<file path="config.mk">
export PLATFORM = sky130hd
export DESIGN_NAME = ultrasonic_distance_outlier_filter_core
export DESIGN_NICKNAME = d
export VERILOG_FILES = /design/src/design/udof_pkg.sv /design/src/design/ultrasonic_distance_outlier_filter_core.sv /design/src/design/udof_conv.sv /design/src/design/udof_smooth.sv /design/src/design/udof_filter.sv
export SDC_FILE = /design/constraint.sdc
export NUM_CORES = 2
export LEC_CHECK = 0
export BUFFER_PORTS_ARGS = -buffer_cell sky130_fd_sc_hd__buf_2
export CELL_PAD_IN_SITES_DETAIL_PLACEMENT = 1
export CELL_PAD_IN_SITES_GLOBAL_PLACEMENT = 1
export CORE_ASPECT_RATIO = 1.5
export CORE_UTILIZATION = 39
export DETAILED_ROUTE_END_ITERATION = 12
export PLACE_DENSITY_LB_ADDON = 0.1
export SLEW_MARGIN = 15
export SYNTH_ARGS = -nofsm -noshare
export SYNTH_HDL_FRONTEND = slang
export SYNTH_SLANG_ARGS = --single-unit
</file>
<file path="constraint.sdc">
create_clock -name i_clk -period 22.3 [get_ports i_clk]
set_clock_uncertainty 0.15 [all_clocks]
set_input_delay 2.23 -clock i_clk [delete_from_list [all_inputs] [get_ports i_clk]]
set_output_delay 2.23 -clock i_clk [all_outputs]
set_load 0.02 [all_outputs]
</file>
<file path="src/design/udof_pkg.sv">
// Package for the ultrasonic distance outlier filter.
// Holds the word types, register indexes and conversion constants.
// No dependencies.
`timescale 1ns / 1ps
`default_nettype none

package udof_pkg;

    localparam int FRACTION_BITS = 8;
    localparam int ECHO_W = 13;
    localparam int Q8_W = 16;
    localparam int CNT_W = 8;
    localparam int ALPHA_W = 9;
    localparam int CFG_IDX_W = 3;

    // Conversion scale: round(0.01715 * 2^(FRACTION_BITS + 10)).
    localparam longint CONV_SCALE_L =
        ((longint'(1715) << (FRACTION_BITS + 10)) + 64'sd50000) / 64'sd100000;
    localparam int SCALE_W = $clog2(CONV_SCALE_L + 1);
    localparam logic [SCALE_W-1:0] CONV_SCALE = SCALE_W'(CONV_SCALE_L);
    localparam int CONV_SHIFT = 10;

    localparam logic [ALPHA_W-1:0] ALPHA_MAX = 9'd256;

    // Register indexes on the configuration port.
    localparam logic [CFG_IDX_W-1:0] CFG_RANGE_LOW = 3'd0;
    localparam logic [CFG_IDX_W-1:0] CFG_RANGE_HIGH = 3'd1;
    localparam logic [CFG_IDX_W-1:0] CFG_MAX_JUMP = 3'd2;
    localparam logic [CFG_IDX_W-1:0] CFG_ACCEPT_COUNT = 3'd3;
    localparam logic [CFG_IDX_W-1:0] CFG_EMA_ALPHA = 3'd4;
    localparam logic [CFG_IDX_W-1:0] CFG_INITIAL = 3'd5;
    localparam logic [CFG_IDX_W-1:0] CFG_LOST_LIMIT = 3'd6;

    // Register values after reset.
    localparam logic [Q8_W-1:0] RST_RANGE_LOW = 16'd512;
    localparam logic [Q8_W-1:0] RST_RANGE_HIGH = 16'd8256;
    localparam logic [Q8_W-1:0] RST_MAX_JUMP = 16'd1024;
    localparam logic [CNT_W-1:0] RST_ACCEPT_COUNT = 8'd4;
    localparam logic [ALPHA_W-1:0] RST_EMA_ALPHA = 9'd64;
    localparam logic [Q8_W-1:0] RST_INITIAL = 16'd2637;
    localparam logic [CNT_W-1:0] RST_LOST_LIMIT = 8'd8;

    localparam logic [CNT_W-1:0] CNT_MAX = 8'hFF;

    typedef logic [Q8_W-1:0] t_q8;
    typedef t_q8 [2:0] t_window;

    typedef struct packed {
        logic [ECHO_W-1:0] echo_us;
        logic              restart;
    } t_in_word;

    typedef struct packed {
        t_q8              raw_q8;
        logic             in_range;
        logic             accepted;
        t_q8              filtered_q8;
        logic [CNT_W-1:0] held_count;
        logic [CNT_W-1:0] bad_count;
        logic             position_lost;
    } t_out_word;

    typedef struct packed {
        t_q8                range_low_q8;
        t_q8                range_high_q8;
        t_q8                max_jump_q8;
        logic [CNT_W-1:0]   accept_count;
        logic [ALPHA_W-1:0] ema_alpha_q8;
        t_q8                initial_q8;
        logic [CNT_W-1:0]   lost_limit;
    } t_cfg;

    // Converted sample handed from the first stage to the filter stage.
    typedef struct packed {
        t_q8  raw_q8;
        logic in_range;
        logic restart;
    } t_conv_word;

endpackage

`default_nettype wire

</file>
<file path="src/design/ultrasonic_distance_outlier_filter_core.sv">
// Top level of the ultrasonic distance outlier filter: handshakes,
// configuration registers and the result register.
// Depends on udof_pkg, udof_conv and udof_filter.
//
//   Channel   Ports                                   Dir  Word
//   input     i_in_valid / o_in_ready / i_in_data     in   t_in_word
//   output    o_out_valid / i_out_ready / o_out_data  out  t_out_word
//   config    i_cfg_wr_en / i_cfg_index / i_cfg_data  in   16-bit write
//
// A word accepted on the input waits in the conversion register; the filter stage
// loads its result into the result register when that register is free.
// A word is taken every cycle unless the output stalls; one filter update per word.
// While a result waits, the conversion register still takes one more word.
// Reset is synchronous and active low; it loads the register defaults and
// the filter state with no further pass.
`timescale 1ns / 1ps
`default_nettype none

module ultrasonic_distance_outlier_filter_core (
    input  wire logic                                i_clk,
    input  wire logic                                i_rst_n,
    input  wire logic                                i_in_valid,
    output logic                                     o_in_ready,
    input  wire udof_pkg::t_in_word                  i_in_data,
    output logic                                     o_out_valid,
    input  wire logic                                i_out_ready,
    output udof_pkg::t_out_word                      o_out_data,
    input  wire logic                                i_cfg_wr_en,
    input  wire logic [udof_pkg::CFG_IDX_W-1:0]      i_cfg_index,
    input  wire logic [udof_pkg::Q8_W-1:0]           i_cfg_data
);

    udof_pkg::t_cfg        r_cfg;
    udof_pkg::t_out_word   r_out;
    logic                  r_out_valid;
    logic                  n_out_valid;
    logic                  w_s1_valid;
    udof_pkg::t_conv_word  w_s1_word;
    udof_pkg::t_out_word   w_result;
    logic                  w_out_free;
    logic                  w_step;
    logic                  w_load;

    assign w_out_free = !r_out_valid || i_out_ready;
    assign w_step = w_s1_valid && w_out_free;
    assign o_in_ready = !w_s1_valid || w_out_free;
    assign w_load = i_in_valid && o_in_ready;

    always_ff @(posedge i_clk) begin
        if (!i_rst_n) begin
            r_cfg.range_low_q8 <= udof_pkg::RST_RANGE_LOW;
            r_cfg.range_high_q8 <= udof_pkg::RST_RANGE_HIGH;
            r_cfg.max_jump_q8 <= udof_pkg::RST_MAX_JUMP;
            r_cfg.accept_count <= udof_pkg::RST_ACCEPT_COUNT;
            r_cfg.ema_alpha_q8 <= udof_pkg::RST_EMA_ALPHA;
            r_cfg.initial_q8 <= udof_pkg::RST_INITIAL;
            r_cfg.lost_limit <= udof_pkg::RST_LOST_LIMIT;
        end else if (i_cfg_wr_en) begin
            case (i_cfg_index)
                udof_pkg::CFG_RANGE_LOW: r_cfg.range_low_q8 <= i_cfg_data;
                udof_pkg::CFG_RANGE_HIGH: r_cfg.range_high_q8 <= i_cfg_data;
                udof_pkg::CFG_MAX_JUMP: r_cfg.max_jump_q8 <= i_cfg_data;
                udof_pkg::CFG_ACCEPT_COUNT: begin
                    r_cfg.accept_count <= i_cfg_data[udof_pkg::CNT_W-1:0];
                end
                udof_pkg::CFG_EMA_ALPHA: begin
                    r_cfg.ema_alpha_q8 <= i_cfg_data[udof_pkg::ALPHA_W-1:0];
                end
                udof_pkg::CFG_INITIAL: r_cfg.initial_q8 <= i_cfg_data;
                udof_pkg::CFG_LOST_LIMIT: begin
                    r_cfg.lost_limit <= i_cfg_data[udof_pkg::CNT_W-1:0];
                end
                default: begin
                end
            endcase
        end
    end

    udof_conv u_conv (
        .i_clk   (i_clk),
        .i_rst_n (i_rst_n),
        .i_load  (w_load),
        .i_take  (w_step),
        .i_word  (i_in_data),
        .i_cfg   (r_cfg),
        .o_valid (w_s1_valid),
        .o_word  (w_s1_word)
    );

    udof_filter u_filter (
        .i_clk    (i_clk),
        .i_rst_n  (i_rst_n),
        .i_step   (w_step),
        .i_word   (w_s1_word),
        .i_cfg    (r_cfg),
        .o_result (w_result)
    );

    always_comb begin
        if (w_step) begin
            n_out_valid = 1'b1;
        end else if (i_out_ready) begin
            n_out_valid = 1'b0;
        end else begin
            n_out_valid = r_out_valid;
        end
    end

    always_ff @(posedge i_clk) begin
        if (!i_rst_n) begin
            r_out_valid <= 1'b0;
        end else begin
            r_out_valid <= n_out_valid;
        end
    end

    always_ff @(posedge i_clk) begin
        if (w_step) begin
            r_out <= w_result;
        end
    end

    assign o_out_valid = r_out_valid;
    assign o_out_data = r_out;

endmodule

`default_nettype wire

</file>
<file path="src/design/udof_conv.sv">
// First stage: echo width to Q8.8 distance and valid window check.
// Registers the converted word. Depends on udof_pkg.
`timescale 1ns / 1ps
`default_nettype none

module udof_conv (
    input  wire logic                i_clk,
    input  wire logic                i_rst_n,
    input  wire logic                i_load,
    input  wire logic                i_take,
    input  wire udof_pkg::t_in_word  i_word,
    input  wire udof_pkg::t_cfg      i_cfg,
    output logic                     o_valid,
    output udof_pkg::t_conv_word     o_word
);

    localparam int PROD_W = udof_pkg::ECHO_W + udof_pkg::SCALE_W;

    logic [PROD_W-1:0]     w_prod;
    logic [PROD_W-1:0]     w_shift;
    udof_pkg::t_q8         w_raw;
    udof_pkg::t_conv_word  n_word;
    udof_pkg::t_conv_word  r_word;
    logic                  r_valid;
    logic                  n_valid;

    assign w_prod = PROD_W'(i_word.echo_us) * PROD_W'(udof_pkg::CONV_SCALE);
    assign w_shift = w_prod >> udof_pkg::CONV_SHIFT;
    // Saturate when the shifted product spills past sixteen bits.
    assign w_raw = (|w_shift[PROD_W-1:udof_pkg::Q8_W]) ? '1 : w_shift[udof_pkg::Q8_W-1:0];

    always_comb begin
        n_word.restart = i_word.restart;
        if (i_word.restart) begin
            n_word.raw_q8 = '0;
            n_word.in_range = 1'b0;
        end else begin
            n_word.raw_q8 = w_raw;
            n_word.in_range = (i_word.echo_us != '0)
                && (w_raw >= i_cfg.range_low_q8)
                && (w_raw <= i_cfg.range_high_q8);
        end
    end

    always_comb begin
        if (i_load) begin
            n_valid = 1'b1;
        end else if (i_take) begin
            n_valid = 1'b0;
        end else begin
            n_valid = r_valid;
        end
    end

    always_ff @(posedge i_clk) begin
        if (!i_rst_n) begin
            r_valid <= 1'b0;
        end else begin
            r_valid <= n_valid;
        end
    end

    always_ff @(posedge i_clk) begin
        if (i_load) begin
            r_word <= n_word;
        end
    end

    assign o_valid = r_valid;
    assign o_word = r_word;

endmodule

`default_nettype wire

</file>
<file path="src/design/udof_smooth.sv">
// Median of the window by fill count, then the EMA step with floor rounding.
// Pure combinational. Depends on udof_pkg.
`timescale 1ns / 1ps
`default_nettype none

module udof_smooth (
    input  wire udof_pkg::t_window                 i_win,
    input  wire logic [1:0]                        i_fill,
    input  wire logic                              i_seeded,
    input  wire udof_pkg::t_q8                     i_filtered,
    input  wire logic [udof_pkg::ALPHA_W-1:0]      i_alpha,
    output udof_pkg::t_q8                          o_filtered
);

    udof_pkg::t_q8                 w_a;
    udof_pkg::t_q8                 w_b;
    udof_pkg::t_q8                 w_c;
    udof_pkg::t_q8                 w_med;
    logic [udof_pkg::Q8_W:0]       w_pair;
    logic [udof_pkg::ALPHA_W-1:0]  w_al;
    logic signed [16:0]            w_diff;
    logic signed [9:0]             w_al_s;
    logic signed [26:0]            w_prod;
    logic signed [17:0]            w_delta;
    logic signed [17:0]            w_sum;

    assign w_a = i_win[0];
    assign w_b = i_win[1];
    assign w_c = i_win[2];
    assign w_pair = {1'b0, w_a} + {1'b0, w_b};

    always_comb begin
        case (i_fill)
            2'd0: w_med = i_filtered;
            2'd1: w_med = w_a;
            2'd2: w_med = w_pair[udof_pkg::Q8_W:1];
            default: begin
                if (((w_a <= w_b) && (w_b <= w_c)) || ((w_c <= w_b) && (w_b <= w_a))) begin
                    w_med = w_b;
                end else if (((w_b <= w_a) && (w_a <= w_c))
                             || ((w_c <= w_a) && (w_a <= w_b))) begin
                    w_med = w_a;
                end else begin
                    w_med = w_c;
                end
            end
        endcase
    end

    // filtered + floor(alpha * (median - filtered) / 256) equals the weighted sum.
    assign w_al = (i_alpha > udof_pkg::ALPHA_MAX) ? udof_pkg::ALPHA_MAX : i_alpha;
    assign w_al_s = $signed({1'b0, w_al});
    assign w_diff = $signed({1'b0, w_med}) - $signed({1'b0, i_filtered});
    assign w_prod = w_diff * w_al_s;
    assign w_delta = w_prod[25:8];
    assign w_sum = $signed({2'b00, i_filtered}) + w_delta;

    assign o_filtered = i_seeded ? w_sum[udof_pkg::Q8_W-1:0] : w_med;

endmodule

`default_nettype wire

</file>
<file path="src/design/udof_filter.sv">
// Filter stage: outlier hold, median window, EMA state and the result word.
// State updates on each step. Depends on udof_pkg and udof_smooth.
`timescale 1ns / 1ps
`default_nettype none

module udof_filter (
    input  wire logic                  i_clk,
    input  wire logic                  i_rst_n,
    input  wire logic                  i_step,
    input  wire udof_pkg::t_conv_word  i_word,
    input  wire udof_pkg::t_cfg        i_cfg,
    output udof_pkg::t_out_word        o_result
);

    udof_pkg::t_window               r_win;
    logic [1:0]                      r_ws;
    logic [1:0]                      r_fill;
    logic                            r_seeded;
    udof_pkg::t_q8                   r_filtered;
    udof_pkg::t_q8                   r_pend;
    logic [udof_pkg::CNT_W-1:0]      r_pc;
    logic [udof_pkg::CNT_W-1:0]      r_ic;

    udof_pkg::t_window               n_win;
    logic [1:0]                      n_ws;
    logic [1:0]                      n_fill;
    logic                            n_seeded;
    udof_pkg::t_q8                   n_filtered;
    udof_pkg::t_q8                   n_pend;
    logic [udof_pkg::CNT_W-1:0]      n_pc;
    logic [udof_pkg::CNT_W-1:0]      n_ic;

    logic                            w_take;
    udof_pkg::t_q8                   w_value;
    udof_pkg::t_q8                   w_pend;
    logic [udof_pkg::CNT_W-1:0]      w_pc;
    logic [udof_pkg::CNT_W-1:0]      w_ic;
    logic [udof_pkg::CNT_W-1:0]      w_ic_inc;
    logic [udof_pkg::Q8_W:0]         w_avg;
    logic                            w_outlier;
    udof_pkg::t_window               w_win_wr;
    logic [1:0]                      w_fill_wr;
    udof_pkg::t_q8                   w_ema;

    function automatic udof_pkg::t_q8 absdiff(udof_pkg::t_q8 a, udof_pkg::t_q8 b);
        return (a > b) ? (a - b) : (b - a);
    endfunction

    assign w_ic_inc = (r_ic == udof_pkg::CNT_MAX) ? r_ic : r_ic + 1'b1;
    assign w_avg = {1'b0, r_pend} + {1'b0, i_word.raw_q8};
    assign w_outlier = r_seeded
        && (absdiff(i_word.raw_q8, r_filtered) > i_cfg.max_jump_q8);

    // Accept decision for a sample that is not a restart.
    always_comb begin
        w_take = 1'b0;
        w_value = i_word.raw_q8;
        w_pend = r_pend;
        w_pc = r_pc;
        w_ic = w_ic_inc;
        if (i_word.in_range) begin
            if (w_outlier) begin
                if ((r_pc == '0)
                    || (absdiff(i_word.raw_q8, r_pend) > i_cfg.max_jump_q8)) begin
                    w_pend = i_word.raw_q8;
                    w_pc = 8'd1;
                end else if (r_pc != udof_pkg::CNT_MAX) begin
                    w_pend = w_avg[udof_pkg::Q8_W:1];
                    w_pc = r_pc + 1'b1;
                end
                if (w_pc >= i_cfg.accept_count) begin
                    w_take = 1'b1;
                    w_value = w_pend;
                    w_pc = '0;
                end
            end else begin
                w_take = 1'b1;
                w_pc = '0;
            end
        end
        if (w_take) begin
            w_ic = '0;
        end
    end

    always_comb begin
        for (int i = 0; i < 3; i++) begin
            w_win_wr[i] = (r_ws == 2'(i)) ? w_value : r_win[i];
        end
        w_fill_wr = (r_fill == 2'd3) ? r_fill : r_fill + 1'b1;
    end

    udof_smooth u_smooth (
        .i_win      (w_win_wr),
        .i_fill     (w_fill_wr),
        .i_seeded   (r_seeded),
        .i_filtered (r_filtered),
        .i_alpha    (i_cfg.ema_alpha_q8),
        .o_filtered (w_ema)
    );

    always_comb begin
        if (i_word.restart) begin
            n_win = {3{i_cfg.initial_q8}};
            n_ws = '0;
            n_fill = '0;
            n_seeded = 1'b0;
            n_filtered = i_cfg.initial_q8;
            n_pend = i_cfg.initial_q8;
            n_pc = '0;
            n_ic = '0;
        end else if (w_take) begin
            n_win = w_win_wr;
            n_ws = (r_ws == 2'd2) ? 2'd0 : r_ws + 1'b1;
            n_fill = w_fill_wr;
            n_seeded = 1'b1;
            n_filtered = w_ema;
            n_pend = w_pend;
            n_pc = w_pc;
            n_ic = w_ic;
        end else begin
            n_win = r_win;
            n_ws = r_ws;
            n_fill = r_fill;
            n_seeded = r_seeded;
            n_filtered = r_filtered;
            n_pend = w_pend;
            n_pc = w_pc;
            n_ic = w_ic;
        end
    end

    always_ff @(posedge i_clk) begin
        if (!i_rst_n) begin
            r_win <= {3{udof_pkg::RST_INITIAL}};
            r_ws <= '0;
            r_fill <= '0;
            r_seeded <= 1'b0;
            r_filtered <= udof_pkg::RST_INITIAL;
            r_pend <= udof_pkg::RST_INITIAL;
            r_pc <= '0;
            r_ic <= '0;
        end else if (i_step) begin
            r_win <= n_win;
            r_ws <= n_ws;
            r_fill <= n_fill;
            r_seeded <= n_seeded;
            r_filtered <= n_filtered;
            r_pend <= n_pend;
            r_pc <= n_pc;
            r_ic <= n_ic;
        end
    end

    always_comb begin
        o_result.raw_q8 = i_word.raw_q8;
        o_result.in_range = i_word.in_range;
        o_result.accepted = w_take && !i_word.restart;
        o_result.filtered_q8 = n_filtered;
        o_result.held_count = n_pc;
        o_result.bad_count = n_ic;
        o_result.position_lost = (n_ic >= i_cfg.lost_limit);
    end

    // The ring pointer and fill count stay in their legal ranges.
    a_ring_bounds: assert property (@(posedge i_clk) disable iff (!i_rst_n)
        (r_ws != 2'd3) && ((r_fill == 2'd0) || (r_ws != 2'd0) || (r_fill == 2'd3)))
        else $error("udof_filter: ring pointer out of step with fill count");

    // The filter is seeded exactly when the window holds at least one value.
    a_seed_fill: assert property (@(posedge i_clk) disable iff (!i_rst_n)
        r_seeded == (r_fill != 2'd0))
        else $error("udof_filter: seeded flag disagrees with fill count");

    // An accepted value clears the bad sample count and the hold.
    a_take_clears: assert property (@(posedge i_clk) disable iff (!i_rst_n)
        (i_step && o_result.accepted) |=> ((r_ic == '0) && (r_pc == '0)))
        else $error("udof_filter: counts not cleared after accept");

    // A restart leaves the filter empty and unseeded.
    a_restart: assert property (@(posedge i_clk) disable iff (!i_rst_n)
        (i_step && i_word.restart) |=> (!r_seeded && (r_fill == '0) && (r_ws == '0)))
        else $error("udof_filter: restart did not empty the window");

endmodule

`default_nettype wire
</file>
==> key figures <==
Critical path
  – Critical path class: reg -> reg
  – Worst setup SP type: flop
  – WP data required: 22.48 ns
  – Worst R2R Path Depth: 81
  – Delay of the slowest critical-path stage: 0.62 ns
  – Most used cell, CP: a21oi_1
  – Worst Setup End Kind: flop
  – Worst EP arrival: 21.34 ns
  – Crit-path max FO: 26
  – Slowest CP cell: edfxtp_1
  – Setup slack, reg-to-reg: 1.14 ns

Timing
  – Relative slew slack: 20.0%
  – Post-route setup TNS: 0 ns
  – RSZ-0062 raised after global routing: false
  – Worst-margin pin slew: 1.20 ns
  – Final hold slack: 0.309 ns
  – Fmax: 47.3 MHz
  – Final WS setup: 1.14 ns
  – Final min period: 21.16 ns
  – Slew Limit Fails: 0
  – Fin crit share: 94.9%
  – Final setup vio count: 0
  – Hold Fails Final Rpt: 0

Floorplan
  – Die width: 219 um
  – Die area: 0.0719 mm2
  – Core footprint: 0.0701 mm2
  – I/O Pins: 91
  – Height of the die: 328 um
  – Initial Util: 39.4%
  – Num rows: 119

Routing
  – Vias per cell: 5.78
  – Via Count: 25600
  – 1st-pass router iterations: 6
  – Initial DRC Count: 1195
  – Residual DRC: 0
  – Wire per inst: 26.6 um
  – ANT nets after route: 0
  – Final wirelength: 118000 um

Clocking
  – CTS Sinks: 261
  – CTS tree: built
  – Clk_lat worst skew: 0.64 ns
  – CTS Hold Bufs: 0
  – Max clock buf depth: 3
  – Total CTS buffers: 30
  – Clk slew on worst S/H paths: 0.07 ns
  – Root Buffer: clkbuf_16
  – H-tree level count: 1

Placed design
  – Area after DPL: 0.0292 mm2
  – Number of port buffers: 90
  – Worst slack, placed: 0.242 ns
  – GP Congestion: 0.972
  – Placed Cells: 4367
  – HPWL reported at the end of detailed placement: 95800 um

Pwr
  – Max VDD drop: 71.9 uV
  – P per Cell Area: 104 mW/mm2
  – Leakage: 13.8 nW

Synthesis
  – Largest cells by area after synthesis: ha_1 17%, dfxtp_1 14%, fa_1 10%
  – Post-synthesis cell type count: 92
  – Post-synth top cells: 482 x nand2_1, 396 x inv_1, 367 x ha_1
  – Synth Flop Type: dfxtp_1
  – Mapped Cells: 3431
  – Mapped Nets: 3977
  – Ys Warns: 0
  – Synth async-reset ratio: 0%
  – Mapped Area: 0.0276 mm2
  – Mapped Avg Cell Area: 8.05 um2
  – Seq/Total Area, Yosys: 21.4%
  – Area leader, netlist: ha_1
  – Post-synth EDFFs: 69
  – Most common cell in the netlist: nand2_1
  – Flops & latches, synth: 261
  – Synth top area share: 16.6%

Final layout
  – Non-Filler Instances: 4432
  – ANT cells: 0
  – Area grow syn2layout: 9.87%
  – Share of layout cells above drive strength 1: 8.40%
  – Fin area: 0.0304 mm2
  – Fillers: 8496
  – Total Nets Final: 4047

GRT
  – Number of global-route vias before repair: 28000
  – First-pass GRT wire length: 175000 um
  – Largest net degree at the start of global routing: 83
  – Initial antenna violation count: 2
  – Tot GR Track Use: 32.9%
  – Remaining global-route overflow: 0

Job
  – Max cap viols: 0

Worst hold path
  – Hold depth: 2
  – Worst min path class: reg -> reg

Run status
  – Status: complete, no violations
-- registers in the layout, indices dropped and copies added, names as in the netlist, 8 cells and up --
register and cells:
r_cfg 89, o_out_data 51, u_filter.r_win 48, u_conv.o_word 18
u_filter.r_filtered 16, u_filter.r_pend 16, u_filter.r_ic 8, u_filter.r_pc 8
-- report_power, final --
| group | total, mW | leakage [nW] | internal [mW] | switching, mW |
|---|---|---|---|---|
| registers | 0.554 | 2.22 | 0.520 | 0.0334 |
| logic | 2.08 | 11.1 | 0.782 | 1.30 |
| clock network | 0.509 | 0.486 | 0.284 | 0.225 |
-- path summary, 6_finish.rpt --
| kind | from | end |
|---|---|---|
| hold reg to reg | r_cfg[36]$_SDFFE_PN0P_ | r_cfg[36]$_SDFFE_PN0P_ |
| hold / removal | r_cfg[36]$_SDFFE_PN0P_ | r_cfg[36]$_SDFFE_PN0P_ |
| setup reg to reg | u_conv.o_word[5]$_SDFFCE_PP0P_ | o_out_data[32]$_DFFE_PP_ |
| setup / recovery | u_conv.o_word[5]$_SDFFCE_PP0P_ | o_out_data[32]$_DFFE_PP_ |
-- repair_timing --
action | 4_1_cts | 5_1_grt
setup endpoints to repair | 0 | 14
resized for setup | 0 | 13
buffers inserted | 0 | 9
-- worst max-delay path, delay by kind of cell (launching register included) --
kind	cells	cell delay [ns]
simple gates	22	4.52
buf+inv	8	1.18
mux	4	1.57
compound gates	32	7.02
fa+ha+maj	12	4.92
xor+xnor	3	0.79
flops	1	0.62
-- cells in the final DEF, fill, tap and decap left out, drive strengths merged, types with 38 or more instances in the layout --
cell,instances
a21boi,60
a21o,81
a21oi,251
buf,174
clkbuf,39
dfxtp,192
edfxtp,69
fa,141
ha,367
inv,396
mux2i,70
nand2,482
nand3,51
nor2,273
nor2b,62
nor3,42
o211ai,38
o21ai,164
xnor2,94
-- per-stage QoR --
stage,power [mW],utilization (%)
after floorplan,1.92,-
after global placement,2.57,41.7
after detailed placement,2.62,41.7
after CTS,3.14,43.1
after global routing,3.38,43.3
final,3.14,43.3
-- metal layers --
layer	GRT usage [%]	routed length [um]	up-vias	share of wire [%]
met1	35.2	44100	12800	37
li1	-	-	11800	-
met3	2.59	3940	286	3.3
met5	0	16	-	0.014
met4	22.9	9710	2	8.2
met2	60.5	60300	681	51
-- kinds of logic (layout without fill, tap and decap cells) --
kind of cell,count (synthesis),count (layout),synth area share [%]
simple gates,1071,1071,17.3
mux,94,94,3.51
fa+ha+maj,508,508,26.8
compound gates,837,837,19.5
buf+inv,534,628,7.41
xor+xnor,126,126,4.04
flops,261,261,21.4
-- layout make-up --
class	count	area, um2	share of cell area [%]
multi-input cells	2636	19700	65.0
flip-flops and latches	261	5920	19.5
inverters	398	1500	4.93
well taps	907	1130	3.74
repair buffers	174	1080	3.57
clock buffers	39	825	2.72
clock inverters	17	161	0.532
No activity file was read; power rests on OpenSTA's default activity.
